<file path="config.mk">
export PLATFORM = sky130hd
export DESIGN_NAME = imu_fifo_batch_unpacker_unit
export DESIGN_NICKNAME = d
export VERILOG_FILES = /design/src/rtl/ifbu_pkg.sv /design/src/rtl/ifbu_store.sv /design/src/rtl/imu_fifo_batch_unpacker_unit.sv
export VERILOG_INCLUDE_DIRS = /design/src /design/src/rtl
export SDC_FILE = /design/constraint.sdc
export NUM_CORES = 2
export LEC_CHECK = 0
export ABC_AREA = 1
export BUFFER_PORTS_ARGS = -buffer_cell sky130_fd_sc_hd__buf_2
export CELL_PAD_IN_SITES_DETAIL_PLACEMENT = 0
export CELL_PAD_IN_SITES_GLOBAL_PLACEMENT = 2
export CORE_UTILIZATION = 38
export DETAILED_ROUTE_END_ITERATION = 8
export GPL_TIMING_DRIVEN = 1
export PLACE_DENSITY_LB_ADDON = 0.1
export SYNTH_ARGS = -nofsm -noshare
export SYNTH_HDL_FRONTEND = slang
export SYNTH_HIERARCHICAL = 1
export SYNTH_SLANG_ARGS = --single-unit
export TNS_END_PERCENT = 1
</file>
<file path="constraint.sdc">
create_clock -name clk_i -period 5.9 [get_ports clk_i]
set_input_delay 0.59 -clock clk_i [delete_from_list [all_inputs] [get_ports clk_i]]
set_output_delay 0.59 -clock clk_i [all_outputs]
set_load 0.02 [all_outputs]
</file>
<file path="src/rtl/imu_fifo_batch_unpacker_unit_assert.svh">
// assertion macros for the imu fifo batch unpacker
// used by rtl/imu_fifo_batch_unpacker_unit.sv, no other dependencies
`ifndef IMU_FIFO_BATCH_UNPACKER_UNIT_ASSERT_SVH
`define IMU_FIFO_BATCH_UNPACKER_UNIT_ASSERT_SVH

// same-cycle implication, disabled while reset is low
`define IFBU_ASSERT_NOW(name, clk, rst_n, ante, cons) \
  name: assert property (@(posedge clk) disable iff (!(rst_n)) (ante) |-> (cons)) \
    else $error("ifbu assertion failed");

// next-cycle implication, disabled while reset is low
`define IFBU_ASSERT_NEXT(name, clk, rst_n, ante, cons) \
  name: assert property (@(posedge clk) disable iff (!(rst_n)) (ante) |=> (cons)) \
    else $error("ifbu assertion failed");

`endif

</file>
<file path="src/rtl/ifbu_pkg.sv">
// shared types, constants and helpers of the imu fifo batch unpacker
// no dependencies; used by ifbu_store and imu_fifo_batch_unpacker_unit
package ifbu_pkg;

  localparam int unsigned AXIS_W  = 16;
  localparam int unsigned TRIPLE_W = 3 * AXIS_W;
  localparam int unsigned REC_W   = 2 * TRIPLE_W;
  localparam int unsigned IDX_W   = 4;
  localparam int unsigned OUT_W   = 56;
  localparam int unsigned NRES_W  = 5;
  localparam logic [NRES_W-1:0] RESULT_CAP = 5'd24;

  typedef enum logic [1:0] {
    KIND_GYRO  = 2'd0,
    KIND_ACCEL = 2'd1,
    KIND_OVF   = 2'd2
  } kind_e;

  typedef enum logic [5:0] {
    ST_LOAD   = 6'b000001,
    ST_PH_RD  = 6'b000010,
    ST_PH_CMP = 6'b000100,
    ST_RD     = 6'b001000,
    ST_FORM   = 6'b010000,
    ST_OUT    = 6'b100000
  } state_e;

  // negate, with the most negative code saturating to the most positive
  function automatic logic [AXIS_W-1:0] neg_sat(input logic [AXIS_W-1:0] v);
    logic [AXIS_W-1:0] r;
    if (v == {1'b1, {(AXIS_W-1){1'b0}}}) begin
      r = {1'b0, {(AXIS_W-1){1'b1}}};
    end else begin
      r = {AXIS_W{1'b0}} - v;
    end
    return r;
  endfunction

endpackage

</file>
<file path="src/rtl/ifbu_store.sv">
// record store of the imu fifo batch unpacker: one write and one read port
// depends on ifbu_pkg for the record width
module ifbu_store import ifbu_pkg::*; #(
  parameter int unsigned DEPTH = 16,
  parameter int unsigned AW    = 4
) (
  input  logic             clk_i,
  input  logic             we_i,
  input  logic [AW-1:0]    waddr_i,
  input  logic [REC_W-1:0] wdata_i,
  input  logic [AW-1:0]    raddr_i,
  output logic [REC_W-1:0] rdata_o
);

  logic [REC_W-1:0] mem [DEPTH];
  logic [REC_W-1:0] rdata_q;

  always_ff @(posedge clk_i) begin
    if (we_i) begin
      mem[waddr_i] <= wdata_i;
    end
  end

  always_ff @(posedge clk_i) begin
    rdata_q <= mem[raddr_i];
  end

  assign rdata_o = rdata_q;

endmodule

</file>
<file path="src/rtl/imu_fifo_batch_unpacker_unit.sv">
// imu fifo batch unpacker, top level
// depends on ifbu_pkg, ifbu_store and imu_fifo_batch_unpacker_unit_assert.svh
//
// Takes one fifo record per cycle while loading a batch. After the record
// with tlast, it emits all gyro samples of the batch, then the accel samples
// with the duplicate of each pair dropped, y and z negated with saturation.
// With four or more records the pair phase is found by walking records 0..3
// through a single 48-bit comparator. Each result then goes through store
// read, format and transfer, waiting out any output stall, all through
// the one read port of the record store. No input is taken from the last
// record of a batch until the final result of that batch is transferred.
// A batch longer than MAX_RECORDS gives a single overflow result. The store
// needs no clearing after reset.
module imu_fifo_batch_unpacker_unit import ifbu_pkg::*; #(
  parameter int unsigned MAX_RECORDS = 16
) (
  input  logic             clk_i,
  input  logic             rst_ni,
  input  logic             s_axis_tvalid,
  output logic             s_axis_tready,
  // accel_x, accel_y, accel_z, gyro_x, gyro_y, gyro_z
  input  logic [REC_W-1:0] s_axis_tdata,
  input  logic             s_axis_tlast,
  output logic             m_axis_tvalid,
  input  logic             m_axis_tready,
  // axis_x, axis_y, axis_z, sample_index, phase_error, zero pad
  output logic [OUT_W-1:0] m_axis_tdata,
  // kind
  output logic [1:0]       m_axis_tuser,
  output logic             m_axis_tlast
);

  localparam int unsigned AW = $clog2(MAX_RECORDS);
  localparam int unsigned CW = $clog2(MAX_RECORDS + 1);
  localparam int unsigned IW = CW + 1;
  localparam logic [CW-1:0] MAX_CNT = CW'(MAX_RECORDS);

  state_e              state_q, state_d;
  logic [CW-1:0]       cnt_q, cnt_d;
  logic                ovf_q, ovf_d;
  logic [1:0]          ph_q, ph_d;
  logic [1:0]          eq_q, eq_d;
  logic [TRIPLE_W-1:0] prev_q, prev_d;
  logic                first_q, first_d;
  logic                perr_q, perr_d;
  logic                gyro_q, gyro_d;
  logic [IW-1:0]       idx_q, idx_d;
  logic [IDX_W-1:0]    k_q, k_d;
  logic [NRES_W-1:0]   nres_q, nres_d;
  logic                m_valid_q, m_valid_d;
  logic [OUT_W-1:0]    m_data_q, m_data_d;
  logic [1:0]          m_user_q, m_user_d;
  logic                m_last_q, m_last_d;

  logic                in_xfer, out_xfer, full, we;
  logic [AW-1:0]       raddr;
  logic [REC_W-1:0]    rdata;
  logic [TRIPLE_W-1:0] sel;
  logic                eq_now, pat_a;
  logic [IW-1:0]       n_ext, idx_p1, idx_p2, first_ext;
  logic                is_last;
  logic [IDX_W-1:0]    sidx;

  assign s_axis_tready = (state_q == ST_LOAD);
  assign m_axis_tvalid = m_valid_q;
  assign m_axis_tdata  = m_data_q;
  assign m_axis_tuser  = m_user_q;
  assign m_axis_tlast  = m_last_q;

  assign in_xfer  = s_axis_tvalid && s_axis_tready;
  assign out_xfer = m_valid_q && m_axis_tready;
  assign full     = (cnt_q == MAX_CNT);
  assign we       = in_xfer && !full;
  assign raddr    = (state_q == ST_PH_RD) ? AW'(ph_q) : idx_q[AW-1:0];

  ifbu_store #(
    .DEPTH (MAX_RECORDS),
    .AW    (AW)
  ) u_store (
    .clk_i   (clk_i),
    .we_i    (we),
    .waddr_i (cnt_q[AW-1:0]),
    .wdata_i (s_axis_tdata),
    .raddr_i (raddr),
    .rdata_o (rdata)
  );

  // shared compare unit: accel part of the record just read vs the one before
  assign eq_now = (rdata[TRIPLE_W-1:0] == prev_q);
  assign pat_a  = eq_q[0] && eq_now;

  assign n_ext     = IW'(cnt_q);
  assign idx_p1    = idx_q + IW'(1);
  assign idx_p2    = idx_q + IW'(2);
  assign first_ext = IW'(first_q);
  assign sel       = gyro_q ? rdata[REC_W-1:TRIPLE_W] : rdata[TRIPLE_W-1:0];
  assign sidx      = gyro_q ? idx_q[IDX_W-1:0] : k_q;

  always_comb begin
    if (nres_q == RESULT_CAP - NRES_W'(1)) begin
      is_last = 1'b1;
    end else if (gyro_q) begin
      is_last = (idx_p1 >= n_ext) && (first_ext >= n_ext);
    end else begin
      is_last = (idx_p2 >= n_ext);
    end
  end

  always_comb begin
    state_d   = state_q;
    cnt_d     = cnt_q;
    ovf_d     = ovf_q;
    ph_d      = ph_q;
    eq_d      = eq_q;
    prev_d    = prev_q;
    first_d   = first_q;
    perr_d    = perr_q;
    gyro_d    = gyro_q;
    idx_d     = idx_q;
    k_d       = k_q;
    nres_d    = nres_q;
    m_valid_d = m_valid_q;
    m_data_d  = m_data_q;
    m_user_d  = m_user_q;
    m_last_d  = m_last_q;

    unique case (state_q)
      ST_LOAD: begin
        if (in_xfer) begin
          if (full) begin
            ovf_d = 1'b1;
          end else begin
            cnt_d = cnt_q + CW'(1);
          end
          if (s_axis_tlast) begin
            gyro_d  = 1'b1;
            idx_d   = '0;
            k_d     = '0;
            nres_d  = '0;
            ph_d    = '0;
            first_d = 1'b1;
            perr_d  = 1'b0;
            if (full || ovf_q) begin
              m_valid_d = 1'b1;
              m_data_d  = '0;
              m_user_d  = KIND_OVF;
              m_last_d  = 1'b1;
              state_d   = ST_OUT;
            end else if (cnt_q >= CW'(3)) begin
              state_d = ST_PH_RD;
            end else begin
              state_d = ST_RD;
            end
          end
        end
      end

      ST_PH_RD: begin
        state_d = ST_PH_CMP;
      end

      ST_PH_CMP: begin
        prev_d = rdata[TRIPLE_W-1:0];
        unique case (ph_q)
          2'd0: ;
          2'd1: eq_d[0] = eq_now;
          2'd2: eq_d[1] = eq_now;
          2'd3: ;
          default: ;
        endcase
        if (ph_q == 2'd3) begin
          // pairs 0/1 and 2/3 win over 1/2, else fall back to phase 1
          first_d = pat_a || !eq_q[1];
          perr_d  = !pat_a && !eq_q[1];
          state_d = ST_RD;
        end else begin
          ph_d    = ph_q + 2'd1;
          state_d = ST_PH_RD;
        end
      end

      ST_RD: begin
        state_d = ST_FORM;
      end

      ST_FORM: begin
        m_valid_d = 1'b1;
        m_data_d  = {3'b000, perr_q, sidx,
                     neg_sat(sel[3*AXIS_W-1:2*AXIS_W]),
                     neg_sat(sel[2*AXIS_W-1:AXIS_W]),
                     sel[AXIS_W-1:0]};
        m_user_d  = gyro_q ? KIND_GYRO : KIND_ACCEL;
        m_last_d  = is_last;
        state_d   = ST_OUT;
      end

      ST_OUT: begin
        if (out_xfer) begin
          m_valid_d = 1'b0;
          if (m_last_q) begin
            cnt_d   = '0;
            ovf_d   = 1'b0;
            state_d = ST_LOAD;
          end else begin
            nres_d = nres_q + NRES_W'(1);
            if (!gyro_q) begin
              idx_d = idx_p2;
              k_d   = k_q + IDX_W'(1);
            end else if (idx_p1 < n_ext) begin
              idx_d = idx_p1;
            end else begin
              // gyro run done, start the accel run at the chosen phase
              gyro_d = 1'b0;
              idx_d  = first_ext;
              k_d    = '0;
            end
            state_d = ST_RD;
          end
        end
      end

      default: begin
        state_d = ST_LOAD;
      end
    endcase
  end

  always_ff @(posedge clk_i or negedge rst_ni) begin
    if (!rst_ni) begin
      state_q   <= ST_LOAD;
      cnt_q     <= '0;
      ovf_q     <= 1'b0;
      ph_q      <= '0;
      gyro_q    <= 1'b1;
      idx_q     <= '0;
      k_q       <= '0;
      nres_q    <= '0;
      m_valid_q <= 1'b0;
    end else begin
      state_q   <= state_d;
      cnt_q     <= cnt_d;
      ovf_q     <= ovf_d;
      ph_q      <= ph_d;
      gyro_q    <= gyro_d;
      idx_q     <= idx_d;
      k_q       <= k_d;
      nres_q    <= nres_d;
      m_valid_q <= m_valid_d;
    end
  end

  always_ff @(posedge clk_i) begin
    eq_q     <= eq_d;
    prev_q   <= prev_d;
    first_q  <= first_d;
    perr_q   <= perr_d;
    m_data_q <= m_data_d;
    m_user_q <= m_user_d;
    m_last_q <= m_last_d;
  end

`include "imu_fifo_batch_unpacker_unit_assert.svh"

  // loading and emitting never overlap
  `IFBU_ASSERT_NOW(a_no_overlap, clk_i, rst_ni, m_axis_tvalid, !s_axis_tready)
  // an overflow status is always the only and final result
  `IFBU_ASSERT_NOW(a_ovf_last, clk_i, rst_ni,
                   m_axis_tvalid && (m_axis_tuser == KIND_OVF), m_axis_tlast)
  // after the final transfer of a batch the block loads again
  `IFBU_ASSERT_NEXT(a_back_to_load, clk_i, rst_ni,
                    m_axis_tvalid && m_axis_tready && m_axis_tlast, s_axis_tready)
  // record count never passes the store depth
  `IFBU_ASSERT_NOW(a_cnt_range, clk_i, rst_ni, 1'b1, cnt_q <= MAX_CNT)

endmodule

</file>
Yosys cells after proc, flatten, opt, wreduce, memory -nomap -nowiden --
Memory sizes are Yosys's and may differ from the RTL's. A register that Yosys moved wholly into a read port is not among the register bits. Index checks and enable logic that the tools add are counted.
Operators by class: add/subtract/negate cells 8, order comparisons 5, equality and inequality tests 25, muxes and demuxes 78, reductions and logical operators 26
Operators with widths (count):
- two-way mux 56 bit | 3
- case mux 56 bit (2 select lines) | 1
- two-way mux 6 bit | 10
- equality test 48 bit | 1
- two-way mux 48 bit | 1
- two-way mux 4 bit | 11
- two-way mux 5 bit | 8
- case mux 6 bit (6 select lines) | 1
- equality test 16 bit (second input constant) | 2
- two-way mux 16 bit | 2
- subtractor 1 x 16 -> 16 bit (first input constant) | 2
- two-way mux 1 bit | 23
- case mux 5 bit (2 select lines) | 2
- AND reduction 5 bit | 4
- >= comparator 6 x 5 -> 1 bit | 2
- two-way mux 2 bit | 6
- != test 2 bit (second input constant) | 6
- case mux 6 bit (2 select lines) | 1
- AND reduction 4 bit | 3
- adder 5 x 1 -> 5 bit (second input constant) | 2
- equality test 5 bit (second input constant) | 2
- case mux 1 bit (2 select lines) | 5
- != test 2 x 1 -> 1 bit (second input constant) | 4
- case mux 2 bit (2 select lines) | 2
- other kinds (26) | 38
Storage, ports and cells: register bits after elaboration 142, RAM bits 1536, input bits 101, output and inout port bits 61, logic and storage cells 160, memories 1
Memories:
- u_store.mem | words 16, width 96, read ports 1, clocked after Yosys merged registers in 1, wr ports 1, RTL line ifbu_store.sv:15 | logic [REC_W-1:0] mem [DEPTH];

Logic depth before layout (Yosys ltp) --
depth in word-level cells 7, mapped depth 17

Modules after synthesis --
Netlist, hierarchy kept.
By module, submodules not included:
- ifbu_store | times used 1, cells each 6302, area an instance 67708.7 µm², sequential area each 48046.1 µm²
- imu_fifo_batch_unpacker_unit | times used 1, cells each 990, area an instance 8247.9 µm², sequential area each 4021.4 µm²

Least setup slack after synthesis --
OpenSTA, ideal clock, no wires.
kind register to register, start point reg state_q[2], end point mem u_store/mem[12][0] in the netlist's numbering, enable pin, library setup time 0.552 ns, data arrival time 5.623 ns, path slack -0.275 ns, stages on the path, launching flop included 10, path buffers 0, cells stage by stage dfrtp_1 inv_1 nand2_1 nor2_1 nand3_2 nand2_1 nand3_1 nor3_1 nand3_1 nor2_1
On the way: word-level cells in the longest chain between the ends 5
Ends and longest elaborated chain:
- start, declared | RTL line imu_fifo_batch_unpacker_unit.sv:38 | state_e state_q, state_d;
- start signal, assigned | RTL line imu_fifo_batch_unpacker_unit.sv:240 | state_q <= state_d;
- equality test 6 x 1 -> 1 bit | RTL line imu_fifo_batch_unpacker_unit.sv:64 | assign s_axis_tready = (state_q == ST_LOAD);
- logical AND 1 bit | RTL line imu_fifo_batch_unpacker_unit.sv:70 | assign in_xfer = s_axis_tvalid && s_axis_tready;
- logical AND 1 bit | RTL line imu_fifo_batch_unpacker_unit.sv:73 | assign we = in_xfer && !full;
- named net we | RTL line imu_fifo_batch_unpacker_unit.sv:55 | logic in_xfer, out_xfer, full, we;
- two-way mux 1 bit | RTL line ifbu_store.sv:19 | if (we_i) begin
- two-way mux 1 bit (implied by the code) | RTL line ifbu_store.sv:20 | mem[waddr_i] <= wdata_i;
- end, declared | RTL line ifbu_store.sv:15
The timed path passes the listed nets, and every way through them passes these cells.

Worst setup path in the final report --
start point reg state_q[3], end point mem u_store/mem[15][92] in the netlist's numbering, enable pin
Same word-level chain as after synthesis.

==> results.txt <==
Peak VDD IR: 0.000276 V
Primary FF master, synth: edfxtp_1
Final Total Pwr: 33.0 mW
CP startpoint: state_q[3]$_DFFE_PN0P_
Share of layout cells above drive strength 1: 8.38%
Hold path start: s_axis_tdata[33]
Crit-path cells: inv_1 -> nand2_1 -> nor2_1 -> nand3_2 -> nand2_1 -> nand3_1 -> nor3_1 -> nand3_1 -> nor2_4 -> buf_12
Final instance area: 86100 um^2
Critical path peak fanout: 29
Detailed Place HPWL: 120 mm
Fin cells: 10200
Routed vias/inst: 4.79
Hold Crit Class: input port to flip-flop
Via count: 49000
Clk_skew: 0.0323 ns
Cell Rows: 163
FF-to-FF Start: state_q[3]$_DFFE_PN0P_
Synth Warn #: 6
Die width: 449 um
Drt drc: 0
Post-synthesis sequential area ratio: 68.5%
Largest net degree at the start of global routing: 162
Starting density of the core: 38.4%
Synth unique cells: 48
Maximum single-stage delay on the critical path: 0.95 ns
Post-DP Area: 79500 um^2
MaxCap Viol Count: 0
Hold_buf cts: 1
Routability Congestion: 0.770
Routed length per instance: 22.2 um
I/O pin count: 162
CTS tree: built
Post-CTS Setup Bufs: 0
Area delta synth->final: 13.3%
Leak: 36.1 nW
Fillers: 18600
R2r endpoint: u_store/mem[15][92]$_DFFE_PP_
Sink Count: 1771
Drt pass-1 iters: 7
Worst-path clk slew: 0.06 ns
Setup violations, final: 0
Synthesized instance count: 7292
Cells on Worst Hold Path: 1
Tcrit/Tclk final: 71.7%
Asr flop ratio synth: 1.75%
Rel. slew slack: 27.8%
Port bufs: 158
Chip height: 449 um
Clk buf depth: 3
Antenna violations before repair: 27
First-pass GRT wire length: 331 mm
Worst reg-to-reg path cell count: 10
FF/Latch Area: 52100 um^2
CP Data Arrival Time: 4.73 ns
Die area: 202000 um^2
Top delay family on crit path: simple AND/OR/NAND/NOR gates
Congestion Overflow GR: 0
Final Max Slew Viols: 0
# nets final: 7532
Slowest-stage cell, CP: nor2_4
Status: finished, final reports clean
H-tree Lvls: 4
RSZ-0062 raised after global routing: false
Crit path buf inv count: 2
Violation count after the first detailed-route iteration: 3606
CTS Buf Count: 198
Final min period: 4.23 ns
Most frequent cells in the layout: nand2_1 (2284), edfxtp_1 (1644), inv_1 (1291), nand3_1 (1211), clkbuf_16 (201)
Core outline area: 198000 um^2
Total length of routed wires: 227 mm
Yosys reg bits: 1771
Area of the multi-input gates: 17100 um^2
Antenna Nets Post-Route: 0
Min Hold Slack: 0.115 ns
Root Driver: clkbuf_16
Mean Syn Cell Area: 10.4 um^2
Worst-Skew Late Latency: 0.85 ns
Power per Cell Area: 383 nW/um^2
Worst setup EP type: flip-flop
Tot GR Track Use: 22.3%
Worst Setup Start Kind: flip-flop
Reg2reg setup slack: 1.67 ns
Number of global-route vias before repair: 46900
Critical path data required time: 6.39 ns
Slew @ Worst Pin: 1.08 ns
Final Hold Fails: 0
Placed cells: 9848
Hold path endpoint: u_store/mem[4][33]$_DFFE_PP_
Most common cell after layout, fill and taps aside: nand2_1
Post-synth EDFFs: 1644
Synthesized area: 76000 um^2
CP Class: flip-flop to flip-flop
Max frequency: 236 MHz
CTS-repair resized insts: 0
## power breakdown
part	internal, mW	leakage [nW]	total [mW]	switching, mW
clock	7.31	3.20	12.4	5.09
sequential	15.3	16.1	16.0	0.727
combinational	1.12	16.9	4.61	3.49
## cells by family after synthesis
kind of cell             after synthesis  share of synthesized area (%)
AO/OA/AOI/OAI                        116                          0.936
AND/OR/NAND/NOR                     3695                           20.5
XOR/XNOR                              37                          0.427
flip-flops                          1771                           68.5
buffers and inverters               1649                           9.17
adder cells (fa/ha/maj)               22                          0.362
multiplexers                           1                         0.0132
other                                  1                        0.00494
## state kept, by name, summed over array words and instances, names as in the netlist, 2 cells and up
name             flops
u_store/mem       1536
u_store/rdata_o     96
m_axis_tdata        53
prev_q              48
idx_q                6
state_q              6
cnt_q                5
nres_q               5
k_q                  4
eq_q                 2
m_axis_tuser         2
ph_q                 2
## how the worst max path moves through the flow
stage / to / slack, ns / depth (start not counted)
6_report: u_store/mem[15][92]$_DFFE_PP_ / 1.67 / 10
5_1_grt: u_store/mem[15][92]$_DFFE_PP_ / 1.42 / 10
4_1_cts: u_store/mem[15][92]$_DFFE_PP_ / 1.63 / 10
3_5_place_dp: u_store/mem[15][91]$_DFFE_PP_ / 1.65 / 10
3_3_place_gp: u_store/mem[15][91]$_DFFE_PP_ / 1.60 / 10
2_1_floorplan: u_store/mem[12][0]$_DFFE_PP_ / -0.27 / 9
## Yosys cell counts (22+ instances only)
master       n  area (um^2)
o21ai_0     28          140
buf_6       68          766
clkbuf_1    83          312
dfxtp_1     96         1920
buf_1       27          101
a21oi_1     30          150
nand2_1   2284         8570
dfrtp_1     29          726
buf_4       23          173
inv_1     1296         4860
nand3_1   1212         6070
nor2_1     143          537
edfxtp_1  1644        49400
ha_1        22          275
buf_2      144          721
## metrics by stage
stage | setup TNS, ns | utilization [%] | worst slack [ns]
floorplan | -402.78 | - | -0.275
global placement | 0 | 40.1 | 1.60
detailed placement | 0 | 40.1 | 1.65
CTS | 0 | 43.5 | 1.63
global route | 0 | 43.5 | 1.42
finish | 0 | 43.5 | 1.67
## area by class of cell
class                      count  area share [%]
multi-input combinational   3874            19.8
timing repair buffer         260            2.45
clock buffer                 290            6.55
clock inverter                78            1.07
tap                         2640            3.84
inverter                    1304            5.73
antenna                        8          0.0233
sequential                  1771            60.5
## metal layers
layer | track usage (%) | wire, um | up-vias | part of all wire [%]
met2 | 37.0 | 109000 | 950 | 48
met1 | 31.1 | 104000 | 24000 | 46
met5 | 0 | 115 | - | 0.051
li1 | - | - | 23800 | -
met3 | 3.05 | 9290 | 264 | 4.1
met4 | 4.87 | 4540 | 18 | 2.0
## worst reg2reg max path, delay by kind of cell (launching register included)
| family | cells | cell delay (ns) |
|---|---|---|
| AND/OR/NAND/NOR | 8 | 3.03 |
| buffers and inverters | 2 | 0.44 |
| flip-flops | 1 | 0.40 |
Note: power is estimated with default switching activity, not from simulation.
